File: config.mk
export PLATFORM = sky130hd
export DESIGN_NAME = keypad_debounce_autorepeat_core_flat
export DESIGN_NICKNAME = d
export VERILOG_FILES = /design/src/design/kda_pkg.sv /design/src/design/kda_keys_if.sv /design/src/design/kda_events_if.sv /design/src/design/kda_front.sv /design/src/design/kda_queue.sv /design/src/design/kda_back.sv /design/src/design/keypad_debounce_autorepeat_core.sv /design/src/flat_wrapper.sv
export SDC_FILE = /design/constraint.sdc
export NUM_CORES = 1
export LEC_CHECK = 0
export CAP_MARGIN = 20
export CORE_MARGIN = 2
export CORE_UTILIZATION = 40
export CTS_CLUSTER_DIAMETER = 100
export CTS_CLUSTER_SIZE = 8
export DETAILED_ROUTE_END_ITERATION = 12
export DONT_BUFFER_PORTS = 1
export PLACE_DENSITY_LB_ADDON = 0.05
export SYNTH_ARGS = -nofsm -noshare
export SYNTH_HDL_FRONTEND = slang
export SYNTH_SLANG_ARGS = --single-unit
File: constraint.sdc
create_clock -name clk -period 8.75 [get_ports clk]
set_input_delay 0.875 -clock clk [delete_from_list [all_inputs] [get_ports clk]]
set_output_delay 0.875 -clock clk [all_outputs]
set_load 0.02 [all_outputs]
File: src/design/kda_pkg.sv
// Shared types and constants for the keypad debounce / auto-repeat block.
// No dependencies; kda_front, kda_queue, kda_back and the core import this package.
package kda_pkg;

  localparam int CfgIndexW = 3;
  localparam int CfgDataW  = 16;

  // Register indexes on the configuration port
  localparam logic [CfgIndexW-1:0] RegRepeatMask       = 3'd0;
  localparam logic [CfgIndexW-1:0] RegRepeatTicks      = 3'd1;
  localparam logic [CfgIndexW-1:0] RegConfirmTicks     = 3'd2;
  localparam logic [CfgIndexW-1:0] RegReleasePollTicks = 3'd3;
  localparam logic [CfgIndexW-1:0] RegLongPauseTicks   = 3'd4;

  // Register reset values
  localparam logic [15:0] RepeatMaskReset       = 16'd0;
  localparam logic [7:0]  RepeatTicksReset      = 8'd100;
  localparam logic [7:0]  ConfirmTicksReset     = 8'd1;
  localparam logic [7:0]  ReleasePollTicksReset = 8'd1;
  localparam logic [7:0]  LongPauseTicksReset   = 8'd200;

  // Item opcodes
  localparam logic OpTick = 1'b0;
  localparam logic OpEdge = 1'b1;

  // Event kinds
  localparam logic [1:0] EvPress = 2'd0;
  localparam logic [1:0] EvKeyUp = 2'd1;
  localparam logic [1:0] EvLong  = 2'd2;

  localparam int QueueDepthDefault = 4;

  typedef struct packed {
    logic [1:0] kind;
    logic [3:0] code;
  } kda_result_t;

  // All events caused by one item: one, or two when 'two' is set
  typedef struct packed {
    logic        two;
    kda_result_t first;
    kda_result_t second;
  } kda_bundle_t;

endpackage

File: src/design/kda_keys_if.sv
// Input channel of the keypad block: opcode plus sensed row/column lines.
// No dependencies.
interface kda_keys_if;
  logic       valid;
  logic       ready;
  logic       op;
  logic [3:0] row_lines;
  logic [3:0] col_lines;

  modport source (output valid, output op, output row_lines, output col_lines, input ready);
  modport sink   (input valid, input op, input row_lines, input col_lines, output ready);
endinterface

File: src/design/kda_events_if.sv
// Output channel of the keypad block: one event word per handshake.
// No dependencies.
interface kda_events_if;
  logic       valid;
  logic       ready;
  logic [1:0] event_kind;
  logic [3:0] key_code;
  logic       last;

  modport source (output valid, output event_kind, output key_code, output last, input ready);
  modport sink   (input valid, input event_kind, input key_code, input last, output ready);
endinterface

File: src/design/kda_front.sv
// Front end: config registers, key decode and both state machines.
// Depends on kda_pkg and kda_keys_if; pushes event bundles into the queue.
module kda_front (
  input  logic                           clk,
  input  logic                           rst,
  kda_keys_if.sink                       keys,
  input  logic                           cfg_we,
  input  logic [kda_pkg::CfgIndexW-1:0]  cfg_index,
  input  logic [kda_pkg::CfgDataW-1:0]   cfg_data,
  input  logic                           q_ready,
  output logic                           push,
  output kda_pkg::kda_bundle_t           bundle
);
  import kda_pkg::*;

  typedef enum logic [2:0] {
    PS_IDLE, PS_DOWN_START, PS_DOWN_END, PS_UP_START, PS_UP_END, PS_LONG_PAUSE
  } press_state_t;

  typedef enum logic [1:0] {RS_IDLE, RS_START, RS_END} repeat_state_t;

  function automatic logic [4:0] decode_key(input logic [3:0] rows, input logic [3:0] cols);
    logic [2:0] nr;
    logic [2:0] nc;
    logic [1:0] r;
    logic [1:0] c;
    nr = '0;
    nc = '0;
    r  = '0;
    c  = '0;
    for (int i = 0; i < 4; i++) begin
      if (!rows[i]) begin
        nr = nr + 3'd1;
        r  = 2'(i);
      end
      if (!cols[i]) begin
        nc = nc + 3'd1;
        c  = 2'(i);
      end
    end
    return (nr == 3'd1 && nc == 3'd1) ? {1'b1, r, c} : 5'd0;
  endfunction

  logic [15:0] repeat_mask;
  logic [7:0]  repeat_ticks, confirm_ticks, release_poll_ticks, long_pause_ticks;

  press_state_t  press_fsm, press_fsm_next;
  repeat_state_t repeat_fsm, repeat_fsm_next;
  logic [7:0]    press_count, press_count_next, repeat_count, repeat_count_next;
  logic [7:0]    press_limit, press_limit_next, repeat_limit, repeat_limit_next;
  logic [4:0]    held_key, held_key_next;   // {valid, code}; none is all zero

  logic        accept;
  logic [4:0]  key;
  logic [7:0]  pc_inc, rc_inc;
  logic        emit_p, emit_r;
  kda_result_t res_p, res_r;

  assign keys.ready = q_ready;
  assign accept     = keys.valid && keys.ready;
  assign key        = decode_key(keys.row_lines, keys.col_lines);
  assign pc_inc     = (press_count == 8'hFF) ? press_count : press_count + 8'd1;
  assign rc_inc     = (repeat_count == 8'hFF) ? repeat_count : repeat_count + 8'd1;

  always_comb begin
    press_fsm_next    = press_fsm;
    repeat_fsm_next   = repeat_fsm;
    press_count_next  = press_count;
    repeat_count_next = repeat_count;
    press_limit_next  = press_limit;
    repeat_limit_next = repeat_limit;
    held_key_next     = held_key;
    emit_p            = 1'b0;
    emit_r            = 1'b0;
    res_p             = '0;
    res_r             = '0;
    if (keys.op == OpEdge) begin
      if (press_fsm == PS_IDLE || press_fsm == PS_LONG_PAUSE) begin
        press_fsm_next   = PS_DOWN_START;
        press_count_next = '0;
        press_limit_next = confirm_ticks;
      end
    end else if (press_fsm != PS_IDLE) begin
      press_count_next  = pc_inc;
      repeat_count_next = rc_inc;
      if (pc_inc >= press_limit) begin
        press_count_next = '0;
        unique case (press_fsm)
          PS_DOWN_START: begin
            if (key[4]) begin
              held_key_next    = key;
              press_fsm_next   = PS_DOWN_END;
              press_limit_next = confirm_ticks;
            end else begin
              press_fsm_next = PS_IDLE;
            end
          end
          PS_DOWN_END: begin
            if (key[4] && key == held_key) begin
              emit_p = 1'b1;
              res_p  = '{kind: EvPress, code: held_key[3:0]};
              if (repeat_mask[held_key[3:0]]) begin
                repeat_fsm_next   = RS_START;
                repeat_count_next = '0;
                repeat_limit_next = repeat_ticks;
              end
              press_fsm_next   = PS_UP_START;
              press_limit_next = release_poll_ticks;
            end else begin
              press_fsm_next = PS_IDLE;
            end
          end
          PS_UP_START: begin
            if (!key[4]) begin
              press_fsm_next   = PS_UP_END;
              press_limit_next = confirm_ticks;
            end else begin
              press_limit_next = release_poll_ticks;
            end
          end
          PS_UP_END: begin
            if (!key[4]) begin
              emit_p           = 1'b1;
              res_p            = '{kind: EvKeyUp, code: 4'd0};
              held_key_next    = '0;
              repeat_fsm_next  = RS_IDLE;
              press_fsm_next   = PS_LONG_PAUSE;
              press_limit_next = long_pause_ticks;
            end else begin
              press_fsm_next   = PS_UP_START;
              press_limit_next = release_poll_ticks;
            end
          end
          PS_LONG_PAUSE: begin
            emit_p         = 1'b1;
            res_p          = '{kind: EvLong, code: 4'd0};
            press_fsm_next = PS_IDLE;
          end
          default: press_fsm_next = PS_IDLE;
        endcase
      end
      // Repeat machine sees what the press machine left this tick
      if (repeat_fsm_next != RS_IDLE && repeat_count_next >= repeat_limit_next) begin
        repeat_count_next = '0;
        if (key == held_key_next) begin
          if (repeat_fsm_next == RS_START) begin
            repeat_fsm_next   = RS_END;
            repeat_limit_next = confirm_ticks;
          end else begin
            emit_r            = 1'b1;
            res_r             = '{kind: EvPress, code: held_key_next[3:0]};
            repeat_fsm_next   = RS_START;
            repeat_limit_next = repeat_ticks;
          end
        end else begin
          repeat_fsm_next = RS_IDLE;
        end
      end
    end
  end

  assign push          = accept && (emit_p || emit_r);
  assign bundle.two    = emit_p && emit_r;
  assign bundle.first  = emit_p ? res_p : res_r;
  assign bundle.second = res_r;

  always_ff @(posedge clk) begin
    if (rst) begin
      repeat_mask        <= RepeatMaskReset;
      repeat_ticks       <= RepeatTicksReset;
      confirm_ticks      <= ConfirmTicksReset;
      release_poll_ticks <= ReleasePollTicksReset;
      long_pause_ticks   <= LongPauseTicksReset;
    end else if (cfg_we) begin
      unique case (cfg_index)
        RegRepeatMask:       repeat_mask        <= cfg_data;
        RegRepeatTicks:      repeat_ticks       <= cfg_data[7:0];
        RegConfirmTicks:     confirm_ticks      <= cfg_data[7:0];
        RegReleasePollTicks: release_poll_ticks <= cfg_data[7:0];
        RegLongPauseTicks:   long_pause_ticks   <= cfg_data[7:0];
        default: ;
      endcase
    end
  end

  always_ff @(posedge clk) begin
    if (rst) begin
      press_fsm    <= PS_IDLE;
      repeat_fsm   <= RS_IDLE;
      press_count  <= '0;
      repeat_count <= '0;
      press_limit  <= '0;
      repeat_limit <= '0;
      held_key     <= '0;
    end else if (accept) begin
      press_fsm    <= press_fsm_next;
      repeat_fsm   <= repeat_fsm_next;
      press_count  <= press_count_next;
      repeat_count <= repeat_count_next;
      press_limit  <= press_limit_next;
      repeat_limit <= repeat_limit_next;
      held_key     <= held_key_next;
    end
  end

  // A running repeat always tracks a confirmed key
  a_repeat_has_key: assert property (@(posedge clk) disable iff (rst)
    repeat_fsm != RS_IDLE |-> held_key[4])
    else $error("repeat machine active without a held key");

  // Between press confirm and key-up the held key stays valid
  a_held_in_press: assert property (@(posedge clk) disable iff (rst)
    (press_fsm == PS_DOWN_END || press_fsm == PS_UP_START || press_fsm == PS_UP_END)
      |-> held_key[4])
    else $error("press machine past decode without a held key");

endmodule

File: src/design/kda_queue.sv
// Short FIFO of event bundles between the front end and the output stage.
// Depends on kda_pkg.
module kda_queue #(
  parameter int Depth = kda_pkg::QueueDepthDefault
) (
  input  logic                  clk,
  input  logic                  rst,
  input  logic                  push,
  input  kda_pkg::kda_bundle_t  push_bundle,
  output logic                  ready,
  output logic                  q_valid,
  output kda_pkg::kda_bundle_t  q_bundle,
  input  logic                  pop
);
  import kda_pkg::*;

  localparam int PtrW   = (Depth > 1) ? $clog2(Depth) : 1;
  localparam int CountW = $clog2(Depth + 1);

  kda_bundle_t       slots [Depth];
  logic [PtrW-1:0]   wr_ptr, rd_ptr;
  logic [CountW-1:0] count;
  logic              full;

  function automatic logic [PtrW-1:0] advance(input logic [PtrW-1:0] p);
    return (p == PtrW'(Depth - 1)) ? '0 : p + PtrW'(1);
  endfunction

  assign full     = (count == CountW'(Depth));
  assign ready    = !full;
  assign q_valid  = (count != '0);
  assign q_bundle = slots[rd_ptr];

  always_ff @(posedge clk) begin
    if (push) begin
      slots[wr_ptr] <= push_bundle;
    end
  end

  always_ff @(posedge clk) begin
    if (rst) begin
      wr_ptr <= '0;
      rd_ptr <= '0;
      count  <= '0;
    end else begin
      if (push) wr_ptr <= advance(wr_ptr);
      if (pop)  rd_ptr <= advance(rd_ptr);
      if (push && !pop)      count <= count + CountW'(1);
      else if (pop && !push) count <= count - CountW'(1);
    end
  end

  a_no_overflow: assert property (@(posedge clk) disable iff (rst) !(push && full))
    else $error("bundle pushed into full queue");

  a_no_underflow: assert property (@(posedge clk) disable iff (rst) !(pop && !q_valid))
    else $error("bundle popped from empty queue");

endmodule

File: src/design/kda_back.sv
// Output stage: splits each bundle into event words behind an output register.
// Depends on kda_pkg and kda_events_if.
module kda_back (
  input  logic                  clk,
  input  logic                  rst,
  input  logic                  q_valid,
  input  kda_pkg::kda_bundle_t  q_bundle,
  output logic                  pop,
  kda_events_if.source          events
);
  import kda_pkg::*;

  logic        out_valid;
  kda_result_t out_res;
  logic        out_last;
  logic        pend_valid;   // second event of a bundle still to send
  kda_result_t pend_res;
  logic        load;

  assign load = !out_valid || events.ready;
  assign pop  = load && !pend_valid && q_valid;

  assign events.valid      = out_valid;
  assign events.event_kind = out_res.kind;
  assign events.key_code   = out_res.code;
  assign events.last       = out_last;

  always_ff @(posedge clk) begin
    if (rst) begin
      out_valid  <= 1'b0;
      pend_valid <= 1'b0;
    end else if (load) begin
      if (pend_valid) begin
        out_valid  <= 1'b1;
        pend_valid <= 1'b0;
      end else begin
        out_valid  <= q_valid;
        pend_valid <= q_valid && q_bundle.two;
      end
    end
  end

  always_ff @(posedge clk) begin
    if (load) begin
      if (pend_valid) begin
        out_res  <= pend_res;
        out_last <= 1'b1;
      end else begin
        out_res  <= q_bundle.first;
        out_last <= !q_bundle.two;
        pend_res <= q_bundle.second;
      end
    end
  end

  a_pend_behind_out: assert property (@(posedge clk) disable iff (rst)
    pend_valid |-> out_valid && !out_last)
    else $error("second event pending without its first in the output register");

endmodule

File: src/design/keypad_debounce_autorepeat_core.sv
// 4x4 keypad qualifier with debounce and auto-repeat. Each word on 'keys' is a
// timer tick or a key-line falling edge with the sensed active-low row and
// column lines; a key decodes only when exactly one row and one column are
// low (code = row*4 + col). The front end updates both state machines in
// the cycle a word is accepted, so a word can be taken every cycle while the
// queue has room. Its events (press/repeat, key-up, long pause; at most two,
// the final one flagged with 'last') reach 'events' through the queue slot
// register and then the output register, which sends one event word a
// cycle while 'events' is ready; a tick that yields two events holds the
// output for both words. A queue of QueueDepth bundles absorbs that and any
// output stall, and 'keys' stalls only while the queue is full. Write
// configuration (cfg_we, cfg_index, cfg_data) only while the block is idle.
module keypad_debounce_autorepeat_core #(
  parameter int QueueDepth = kda_pkg::QueueDepthDefault
) (
  input  logic                           clk,
  input  logic                           rst,
  kda_keys_if.sink                       keys,
  kda_events_if.source                   events,
  input  logic                           cfg_we,
  input  logic [kda_pkg::CfgIndexW-1:0]  cfg_index,
  input  logic [kda_pkg::CfgDataW-1:0]   cfg_data
);
  import kda_pkg::*;

  logic        push;
  logic        q_ready;
  logic        q_valid;
  logic        pop;
  kda_bundle_t push_bundle;
  kda_bundle_t q_bundle;

  // Decode, debounce and repeat timing; one bundle per word with events
  kda_front u_front (
    .clk       (clk),
    .rst       (rst),
    .keys      (keys),
    .cfg_we    (cfg_we),
    .cfg_index (cfg_index),
    .cfg_data  (cfg_data),
    .q_ready   (q_ready),
    .push      (push),
    .bundle    (push_bundle)
  );

  // Decouple the front end from output back-pressure
  kda_queue #(
    .Depth (QueueDepth)
  ) u_queue (
    .clk         (clk),
    .rst         (rst),
    .push        (push),
    .push_bundle (push_bundle),
    .ready       (q_ready),
    .q_valid     (q_valid),
    .q_bundle    (q_bundle),
    .pop         (pop)
  );

  // Serialize bundles into event words
  kda_back u_back (
    .clk      (clk),
    .rst      (rst),
    .q_valid  (q_valid),
    .q_bundle (q_bundle),
    .pop      (pop),
    .events   (events)
  );

endmodule
File: src/flat_wrapper.sv
// flat-port wrapper written by rule: the top's interface ports become plain ports
module keypad_debounce_autorepeat_core_flat import kda_pkg::*;
#(
  parameter int QueueDepth = kda_pkg::QueueDepthDefault
)
  (clk, rst, cfg_we, cfg_index, cfg_data, keys_valid, keys_op, keys_row_lines, keys_col_lines, keys_ready, events_valid, events_event_kind, events_key_code, events_last, events_ready);
  kda_keys_if keys_i ();
  kda_events_if events_i ();
  input  logic clk;
  input  logic rst;
  input  logic cfg_we;
  input  logic [kda_pkg::CfgIndexW-1:0] cfg_index;
  input  logic [kda_pkg::CfgDataW-1:0] cfg_data;
  input wire logic [$bits(keys_i.valid)-1:0] keys_valid;
  input wire logic [$bits(keys_i.op)-1:0] keys_op;
  input wire logic [$bits(keys_i.row_lines)-1:0] keys_row_lines;
  input wire logic [$bits(keys_i.col_lines)-1:0] keys_col_lines;
  output wire logic [$bits(keys_i.ready)-1:0] keys_ready;
  output wire logic [$bits(events_i.valid)-1:0] events_valid;
  output wire logic [$bits(events_i.event_kind)-1:0] events_event_kind;
  output wire logic [$bits(events_i.key_code)-1:0] events_key_code;
  output wire logic [$bits(events_i.last)-1:0] events_last;
  input wire logic [$bits(events_i.ready)-1:0] events_ready;
  assign keys_i.valid = keys_valid;
  assign keys_i.op = keys_op;
  assign keys_i.row_lines = keys_row_lines;
  assign keys_i.col_lines = keys_col_lines;
  assign keys_ready = keys_i.ready;
  assign events_valid = events_i.valid;
  assign events_event_kind = events_i.event_kind;
  assign events_key_code = events_i.key_code;
  assign events_last = events_i.last;
  assign events_i.ready = events_ready;
  keypad_debounce_autorepeat_core #(.QueueDepth(QueueDepth)) u_core (.clk(clk), .rst(rst), .keys(keys_i), .events(events_i), .cfg_we(cfg_we), .cfg_index(cfg_index), .cfg_data(cfg_data));
endmodule
==> results of run 1 <==
worst min path at each step:
| stage | from | end | slack (ns) | cells past startpoint |
|---|---|---|---|---|
| after floorplan | u_core.u_front.repeat_mask[12] | u_core.u_front.repeat_mask[12] | 0.43 | 2 |
| after global placement | u_core.u_front.repeat_mask[2] | u_core.u_front.repeat_mask[2] | 0.44 | 2 |
| after detailed placement | u_core.u_front.repeat_mask[14] | u_core.u_front.repeat_mask[14] | 0.44 | 2 |
| after CTS | u_core.u_front.repeat_mask[14] | u_core.u_front.repeat_mask[14] | 0.45 | 2 |
| after global routing | u_core.u_front.repeat_mask[11] | u_core.u_front.repeat_mask[11] | 0.47 | 2 |
| final | u_core.u_front.repeat_mask[14] | u_core.u_front.repeat_mask[14] | 0.45 | 2 |
per-stage QoR:
step           total power [mW]  hold WS [ns]  area (um2)  std cells  utilization [%]
6_report                   1.83         0.447        8690       1065             44.6
5_1_grt                    1.93         0.472        8690       1065             44.6
4_1_cts                    1.85         0.450        8690       1065             44.6
3_5_place_dp               1.15         0.440        8120       1034             41.7
3_3_place_gp               1.14         0.436        8120       1034             41.7
2_1_floorplan              1.08         0.433        7930        806                -
critical path, delay by kind of cell:
kind / cells / cell delay [ns]
xor+xnor: 2 / 0.33
buf+inv: 3 / 0.35
simple gates: 8 / 1.83
fa+ha+maj: 6 / 1.82
compound gates: 9 / 2.21
mux: 1 / 0.37
power by group through the flow:
| stage | clock network (mW) | registers, mW | logic, mW |
|---|---|---|---|
| after floorplan | 0 | 0.861 | 0.223 |
| after global placement | 0 | 0.896 | 0.242 |
| after detailed placement | 0 | 0.898 | 0.250 |
| after CTS | 0.720 | 0.882 | 0.252 |
| after global routing | 0.755 | 0.891 | 0.278 |
| final | 0.703 | 0.881 | 0.250 |
synthesized netlist by cell type, drive strengths merged (10+ instances only):
master / count
clkbuf: 31
a22oi: 27
inv: 23
a21oi: 61
nand3: 13
a221o: 10
edfxtp: 55
buf: 11
dfxtp: 101
nor2: 84
mux4: 15
ha: 32
nand2b: 12
nor3: 22
o21ai: 19
nand2: 106
nor2b: 13
mux2i: 30
a211oi: 24
layout make-up:
cell class,count,share of cell area [%]
Multi-Input combinational cell,584,45.9
Clock inverter,14,1.57
Inverter,24,1.09
Tap cell,265,3.82
Sequential cell,156,42.3
Clock buffer,17,4.90
Timing Repair Buffer,5,0.432
per-layer routing:
layer | wire (um) | up-vias | global-route usage (%)
li1 | - | 2917 | -
met1 | 8950 | 2888 | 24.9
met2 | 9390 | 79 | 32.1
met3 | 548 | 16 | 4.18
met4 | 235 | 0 | 4.91
met5 | 0 | - | 0
kinds of logic (layout without fill, tap and decap cells):
logic type | Yosys count | after routing
flops | 156 | 156
compound gates | 182 | 182
mux | 52 | 52
buf+inv | 66 | 60
simple gates | 304 | 304
xor+xnor | 13 | 13
fa+ha+maj | 33 | 33
registers in the layout, summed over array words and instances, names as in the netlist, named ones only:
register                           cells
u_core.u_back.events.event_kind        2
u_core.u_back.events.key_code          4
u_core.u_back.events.last              1
u_core.u_back.events.valid             1
u_core.u_back.pend_res                 4
u_core.u_back.pend_valid               1
u_core.u_front.confirm_ticks           8
u_core.u_front.held_key                5
u_core.u_front.long_pause_ticks        8
u_core.u_front.press_count             8
u_core.u_front.press_fsm               3
u_core.u_front.press_limit             8
u_core.u_front.release_poll_ticks      8
u_core.u_front.repeat_count            8
u_core.u_front.repeat_fsm              2
u_core.u_front.repeat_limit            8
u_core.u_front.repeat_mask            16
u_core.u_front.repeat_ticks            8
u_core.u_queue.count                   3
u_core.u_queue.rd_ptr                  2
u_core.u_queue.slots                  44
u_core.u_queue.wr_ptr                  2
==> results.toml, run 1 <==
[critical_path]
ff2ff_path_depth = 28
endpoint = "u_core.u_queue.count[2]"
cp-start-kind = "input port"
worstReg2RegEnd = "u_core.u_queue.count[2]"
cp.arrival_ns = 7.79
slowest_stage = "a221oi_1"
required_ns = 9.10
regToRegSetupSlack_ns = 1.96
crit_path_start = "keys_col_lines[0]"
crit_top_cell = "ha_1"
crit_type = "input port to flop"
rr_startpoint = "u_core.u_front.press_count[0]"
critPathCaptureType = "flop"
crit_fanout = 19
critical-path-max-stage-delay_ns = 0.49

[run_status]
status = "finished clean"

[clock_network]
clk_path_buf_depth = 2
numCtsBuffers = 17
hold_buffers = 0
insertion_delay_ns = 0.42
cts_sinks = 156
post_cts_buffers = 0
htreeDepth = 4
cts.reportedPaths.clkPinSlew_ns = 0.07
cts_tree = "done"
post_cts_resized = 0
cts_root_buf = "clkbuf_16"

[floorplanning]
die_h_um = 145
die_w_um = 145
io_pins = 42
core_area_um2 = 19500
placementRows = 51
dieArea_um2 = 21000
initial_core_util_pct = 40.7

[pwr]
seqPwrFrac_pct = 48.0
internal_power_mw = 1.31
ir_drop_mv = 0.136
power_frac_comb_pct = 13.6
switching_share_pct = 28.6
power_density_nw_per_um2 = 211
leakagePower_nw = 3.03
power.switching_uw = 525
clkPwrFrac_pct = 38.3

[logic_synthesis]
netlist_instances = 806
synthMuxAreaShare_pct = 9.04
synthFlopType = "dfxtp_1"
yosys_warnings = 0
synthSimpleGateAreaFrac_pct = 18.4
ys_ff_latch = 156
synth_edf_count = 55
syn-cell-area_um2 = 7930
synthAdderAreaFrac_pct = 5.30
yosysTopAreaCell = "dfxtp_1"
synth_top_family_by_area = "simple AND/OR/NAND/NOR gates"
synth_compound_area_share_pct = 16.1
synthTopCellsByArea = "dfxtp_1 26%, edfxtp_1 21%, ha_1 5.1%"
yosysTopAreaCellShare_pct = 25.5
synth_xor_area_share_pct = 1.44
yosysSeqAreaShare_pct = 46.3
syn_avg_cell_area_um2 = 9.83
synth_nets = 872
synth_cell_types = 67
async_flop_share_pct = 0

[layout]
drive_above_1_share_pct = 9.13
mostFrequentLayoutCell = "nand2_1"
ff_latch_area_um2 = 3670
multi_input_area_um2 = 3990
fill_cells = 1873
layout_common_cells = "106 x nand2_1, 101 x dfxtp_1, 81 x nor2_1, 61 x a21oi_1, 55 x edfxtp_1"
diodes = 0
final_nets = 854
area_delta_synth_final_pct = 9.58

[timing]
post-route-period-util_pct = 84.9
layout_setup_ws_ns = 1.32
slew_headroom_pct = 31.8
finalSetupViolCount = 0
finClkSkew_ns = 0.00913
rsz0062_at_grt = "false"
tightest_slew_ns = 1.02
maxSlewViolCount = 0
final.min_clock_period_ns = 7.43
fmax_ghz = 0.135
finalHoldViolCount = 0
fin_setup_tns_ns = 0

[global_routing]
grt_pass1_wl_um = 30800
grt_start_max_net_pins = 96
grt_overflow = 0
antenna_found_initial = 0
grt_pass1_vias = 5931
track_usage_pct = 19.1

[detailed_routing]
first_iter_violations = 312
route.detailed.drc = 0
wl_per_cell_um = 18.0
vias = 5900
via_per_inst = 5.54
ant_nets = 0
first_pass_iters = 5
totalWireLength_um = 19100

[placed_design]
gp_congestion = 0.837
place.detailed.hpwl_um = 13800
io_buffers = 0
post-place-ws_ns = 0.938

[min_path]
min_path_type = "flop to flop"

[run]
cap_violations = 0
Power figures use the tool's default switching activity.
==> run 2, diff against run 1 <==
--- a/config.mk
+++ b/config.mk
@@ -5,6 +5,7 @@
 export SDC_FILE = /design/constraint.sdc
 export NUM_CORES = 1
 export LEC_CHECK = 0
+export ABC_AREA = 1
 export CAP_MARGIN = 20
 export CORE_MARGIN = 2
 export CORE_UTILIZATION = 40
==> constraint.sdc (replaced) <==
create_clock -name clk -period 6.7 [get_ports clk]
set_input_delay 0.67 -clock clk [delete_from_list [all_inputs] [get_ports clk]]
set_output_delay 0.67 -clock clk [all_outputs]
set_load 0.02 [all_outputs]
==> run 2 against run 1 <==
  * Non-clock buffer count increased by 11
  * Cell count increased by 26%
  * Via count increased by 13%
  * Clock power increased by 39%
==> results.toml, run 2 <==
[run_status]
status = "finished clean"

[timing]
fmax_ghz = 0.168
finalHoldViolCount = 0
maxSlewViolCount = 0
rsz0062_at_grt = "false"
tightest_slew_ns = 1.01
fin_setup_tns_ns = 0
finClkSkew_ns = 0.00948
final.min_clock_period_ns = 5.95
fin_hold_ws_ns = 0.313
finalSetupViolCount = 0
post-route-period-util_pct = 88.9
slew_headroom_pct = 31.9

[global_routing]
grt_overflow = 0
track_usage_pct = 18.7
grt_start_max_net_pins = 66
antenna_found_initial = 0
grt_pass1_wl_um = 32200
grt_pass1_vias = 6293

[critical_path]
slowest_stage = "fa_1"
crit_type = "input port to flop"
crit_fanout = 6
cp-start-kind = "input port"
ff2ff_path_depth = 38
required_ns = 7.06
cp.arrival_ns = 6.31
crit_top_cell = "nand2_1"
critPathCaptureType = "flop"
critical-path-max-stage-delay_ns = 0.37
worstReg2RegEnd = "u_core.u_queue.count[2]"
regToRegSetupSlack_ns = 0.92
rr_startpoint = "u_core.u_front.press_count[0]"

[clock_network]
cts_sinks = 156
cts_root_buf = "clkbuf_16"
clk_path_buf_depth = 2
cts.reportedPaths.clkPinSlew_ns = 0.07
numCtsBuffers = 17
insertion_delay_ns = 0.43
htreeDepth = 4
cts_tree = "done"

[min_path]
min_from = "rst"
worstHoldPathCells = 1
hold_end = "u_core.u_front.press_limit[2]"
min_path_type = "input port to flop"

[floorplanning]
die_h_um = 146
dieArea_um2 = 21300
initial_core_util_pct = 41.1
io_pins = 42
placementRows = 51
core_area_um2 = 19700
die_w_um = 146

[detailed_routing]
ant_nets = 0
wl_per_cell_um = 14.7
via_per_inst = 4.98
route.detailed.drc = 0
totalWireLength_um = 19700
first_iter_violations = 363
first_pass_iters = 5
vias = 6674

[logic_synthesis]
yosys_warnings = 0
yosysTopAreaCellShare_pct = 25.0
synth_commonest_cells = "181 x nor2_1, 177 x nand2_1, 130 x inv_1"
synthFlopType = "dfxtp_1"
syn_avg_cell_area_um2 = 7.63
synth_cell_types = 45
async_flop_share_pct = 0
yosysSeqAreaShare_pct = 45.5
syn-cell-area_um2 = 8070
synth_edf_count = 55
synth_nets = 1124
yosysTopAreaCell = "dfxtp_1"
yosysMostFrequentCell = "nor2_1"
synthTopCellsByArea = "dfxtp_1 25%, edfxtp_1 20%, nor2_1 8.4%"
ys_ff_latch = 156
netlist_instances = 1058

[pwr]
leakagePower_nw = 3.85
ir_drop_mv = 0.208
power_density_nw_per_um2 = 296

[layout]
largest-register = "u_core.u_queue.slots"
drive_above_1_share_pct = 6.89
mostFrequentLayoutCell = "nor2_1"
layout_common_cells = "181 x nor2_1, 177 x nand2_1, 130 x inv_1, 119 x o21ai_0, 101 x dfxtp_1"
area_delta_synth_final_pct = 11.6
fill_cells = 2101
largest_register_ffs = 44
top_regs = "u_core.u_queue.slots x44, u_core.u_front.repeat_mask x16"
diodes = 0
final_nets = 1127

[placed_design]
place.detailed.hpwl_um = 14000
io_buffers = 0
gp_congestion = 0.814

[run]
cap_violations = 0
[run 2: report_power, final]
part | switching (mW) | leakage (nW) | internal [mW] | total (mW)
registers | 0.0924 | 1.39 | 1.08 | 1.17
logic | 0.350 | 2.19 | 0.168 | 0.518
clock network | 0.418 | 0.273 | 0.559 | 0.977
total | 0.861 | 3.85 | 1.80 | 2.66
[run 2: critical path: cells and delay by family]
kind                     cells  cell delay (ns)
AND/OR/NAND/NOR             21             2.23
adder cells (fa/ha/maj)      6             1.66
AO/OA/AOI/OAI               11             1.25
buffers and inverters        6             0.48
[run 2: timing repair]
| action | CTS | global route |
|---|---|---|
| hold buffers | 0 | 0 |
| buffers inserted | 0 | 4 |
| resized for setup | 0 | 3 |
| hold endpoints to repair | 0 | 0 |
| endpoints found under the setup margin | 0 | 2 |
[run 2: layer usage]
metal | track usage, % | vias up | share of wire, %
met1 | 24.9 | 3040 | 48
met2 | 31.1 | 98 | 47
li1 | - | 3517 | -
met4 | 5.44 | 0 | 1.1
met5 | 0 | - | 0
met3 | 3.66 | 19 | 3.6
[run 2: kinds of logic (layout without fill, tap and decap cells)]
group / after synthesis / after routing / synth area share, %
fa+ha+maj: 33 / 33 / 5.21
xor+xnor: 10 / 10 / 1.08
mux: 1 / 1 / 0.139
compound gates: 240 / 240 / 17.1
buf+inv: 174 / 188 / 8.17
flops: 156 / 156 / 45.5
simple gates: 444 / 446 / 22.8
[run 2: worst max path at each step]
| stage | cells past startpoint | slack, ns | start | end |
|---|---|---|---|---|
| after global routing | 44 | 0.04 | keys_col_lines[1] | u_core.u_queue.count[2] |
| after global placement | 44 | 0.16 | keys_col_lines[1] | u_core.u_queue.count[2] |
| after detailed placement | 44 | 0.01 | keys_col_lines[1] | u_core.u_queue.count[2] |
| after CTS | 44 | 0.45 | keys_col_lines[1] | u_core.u_queue.count[2] |
| after floorplan | 46 | 0.34 | keys_col_lines[1] | u_core.u_queue.count[2] |
| final | 44 | 0.75 | keys_col_lines[1] | u_core.u_queue.count[2] |
[run 2: layout make-up]
type / count / area, um2 / share of cell area, %
clock buffers: 19 / 433 / 4.80
inverters: 140 / 527 / 5.85
repair buffers: 16 / 120 / 1.33
well taps: 265 / 332 / 3.68
multi-input cells: 730 / 3770 / 41.8
flip-flops and latches: 156 / 3670 / 40.8
clock inverters: 13 / 155 / 1.72
[run 2: metrics by stage]
stage / power (mW) / instance area (um2) / utilization [%] / worst slack, ns / std cells
2_1_floorplan: 1.57 / 8070 / - / 0.337 / 1058
3_3_place_gp: 1.70 / 8360 / 42.6 / 0.161 / 1301
3_5_place_dp: 1.70 / 8360 / 42.6 / 0.0145 / 1301
4_1_cts: 2.68 / 8950 / 45.5 / 0.446 / 1333
5_1_grt: 2.83 / 9010 / 45.8 / 0.0417 / 1339
6_report: 2.66 / 9010 / 45.8 / 0.747 / 1339
==> run 3, diff against run 2 <==
==> constraint.sdc (replaced) <==
create_clock -name clk -period 6.4 [get_ports clk]
set_input_delay 0.64 -clock clk [delete_from_list [all_inputs] [get_ports clk]]
set_output_delay 0.64 -clock clk [all_outputs]
set_load 0.02 [all_outputs]
==> run 3 against run 2 <==
  * Die area did not move
  * Sequential share of layout area fell by 0.10 points
  * Power rose by 3.9%
  * Register-to-register slack got worse by 0.31 ns
  * Critical path depth fell by 4
  * Clock-buffer cell count fell by 2
  * Final area rose by 0.25%
  * Worst hold slack got worse by 0.030 ns
  * Cell count rose by 0.22%
  * Sequential cell count did not move
==> results.toml, run 3 (synthesis gave the netlist of run 2 again) <==
[timing]
fmax_ghz = 0.173
finalSetupViolCount = 0
layout_setup_ws_ns = 0.608
slew_headroom_pct = 20.3
post-route-period-util_pct = 90.5
finalHoldViolCount = 0
fin_setup_tns_ns = 0
maxSlewViolCount = 0
finClkSkew_ns = 0.0127
tightest_slew_ns = 1.19
final.min_clock_period_ns = 5.79

[critical_path]
crit_top_cell = "nand2_1"
ff2ff_path_depth = 40
crit_type = "flop to flop"
regToRegSetupSlack_ns = 0.61
cp-start-kind = "flop"
worstReg2RegEnd = "u_core.u_queue.count[2]"
critPathCaptureType = "flop"
rr_startpoint = "u_core.u_front.press_count[0]"
slowest_stage = "mux2_2"
critical-path-max-stage-delay_ns = 0.39
required_ns = 6.76
crit_fanout = 8
cp.arrival_ns = 6.15

[placed_design]
io_buffers = 0
place.detailed.hpwl_um = 14100
post-place-ws_ns = -0.0164
gp_congestion = 0.800

[floorplanning]
dieArea_um2 = 21300
placementRows = 51
die_w_um = 146
initial_core_util_pct = 41.1
die_h_um = 146
core_area_um2 = 19700
io_pins = 42

[clock_network]
cts_root_buf = "clkbuf_16"
htreeDepth = 4
insertion_delay_ns = 0.42
hold_buffers = 0
cts_sinks = 156
numCtsBuffers = 17
clk_path_buf_depth = 2
cts.reportedPaths.clkPinSlew_ns = 0.07
cts_tree = "done"

[detailed_routing]
via_per_inst = 5.00
first_pass_iters = 5
totalWireLength_um = 19600
vias = 6705
first_iter_violations = 333
route.detailed.drc = 0
ant_nets = 0
wl_per_cell_um = 14.6

[layout]
mostFrequentLayoutCell = "nor2_1"
final_nets = 1130
layout_common_cells = "180 x nor2_1, 177 x nand2_1, 130 x inv_1, 118 x o21ai_0, 101 x dfxtp_1"
diodes = 0
largest_register_ffs = 44
largest-register = "u_core.u_queue.slots"
ff_latch_area_um2 = 3670
fill_cells = 2063
multi_input_area_um2 = 3770
area_delta_synth_final_pct = 11.9
drive_above_1_share_pct = 7.61
top_regs = "u_core.u_queue.slots x44, u_core.u_front.repeat_mask x16"

[global_routing]
grt_pass1_wl_um = 32200
track_usage_pct = 18.7
grt_pass1_vias = 6318
grt_start_max_net_pins = 66
grt_overflow = 0
antenna_found_initial = 0

[run_status]
status = "finished clean"

[min_path]
min_path_type = "input port to flop"
hold_end = "u_core.u_front.repeat_count[1]"
min_from = "rst"
worstHoldPathCells = 1

[pwr]
ir_drop_mv = 0.179
power_density_nw_per_um2 = 306
leakagePower_nw = 3.88

[run]
cap_violations = 0
## run 3: cell count changes in the layout (fill, tap and decap cells not counted), moves of 2 or more
cell / delta
nand3b_2: -2
o21ai_2: +2
clkinv_4: +2
buf_4: +4
clkbuf_1: -2
## run 3: cell type report
type | count | share of cell area (%)
Timing Repair Buffer | 20 | 1.66
Clock inverter | 15 | 1.72
Clock buffer | 17 | 4.71
Inverter | 140 | 5.83
Sequential cell | 156 | 40.7
Tap cell | 265 | 3.67
Multi-Input combinational cell | 729 | 41.7
## run 3: repair_timing
item                       in CTS  in global routing
setup endpoints to repair       0                  2
resized for setup               0                  7
setup buffers                   0                  5
## run 3: per-stage QoR
| step | hold WS (ns) | power [mW] | instances | util, % | instance area, um2 |
|---|---|---|---|---|---|
| final | 0.283 | 2.77 | 1342 | 46.0 | 9030 |
| after global routing | 0.265 | 2.93 | 1342 | 46.0 | 9030 |
| after CTS | 0.259 | 2.80 | 1336 | 45.6 | 8970 |
| after detailed placement | 0.441 | 1.80 | 1304 | 42.7 | 8390 |
| after global placement | 0.437 | 1.79 | 1304 | 42.7 | 8390 |
| after floorplan | 0.425 | 1.64 | 1058 | - | 8070 |
## run 3: power by group
part           switching (mW)  internal, mW
clock network           0.442         0.550
logic                   0.363         0.181
registers               0.103          1.13
total                   0.907          1.86
## run 3: layer usage
layer | global-route usage, % | vias to the layer above | routed length (um)
met1 | 24.7 | 3059 | 9390
met5 | 0 | - | 0
met3 | 3.78 | 13 | 671
met2 | 31.6 | 98 | 9350
li1 | - | 3535 | -
met4 | 4.71 | 0 | 223
## run 3: worst max path at each step
stage,start,endpoint,depth (start not counted)
6_report,u_core.u_front.press_count[0],u_core.u_queue.count[2],40
3_5_place_dp,keys_col_lines[1],u_core.u_queue.count[2],44
4_1_cts,keys_col_lines[1],u_core.u_queue.count[2],44
5_1_grt,keys_row_lines[1],u_core.u_queue.count[2],48
3_3_place_gp,keys_col_lines[1],u_core.u_queue.count[2],44
2_1_floorplan,keys_col_lines[1],u_core.u_queue.count[2],46
## run 3: critical path: cells and delay by family (launching register included)
| family | cells | cell delay [ns] |
|---|---|---|
| AO/OA/AOI/OAI | 10 | 1.07 |
| buffers and inverters | 5 | 0.40 |
| multiplexers | 1 | 0.39 |
| flip-flops | 1 | 0.38 |
| adder cells (fa/ha/maj) | 5 | 1.28 |
| AND/OR/NAND/NOR | 19 | 2.19 |
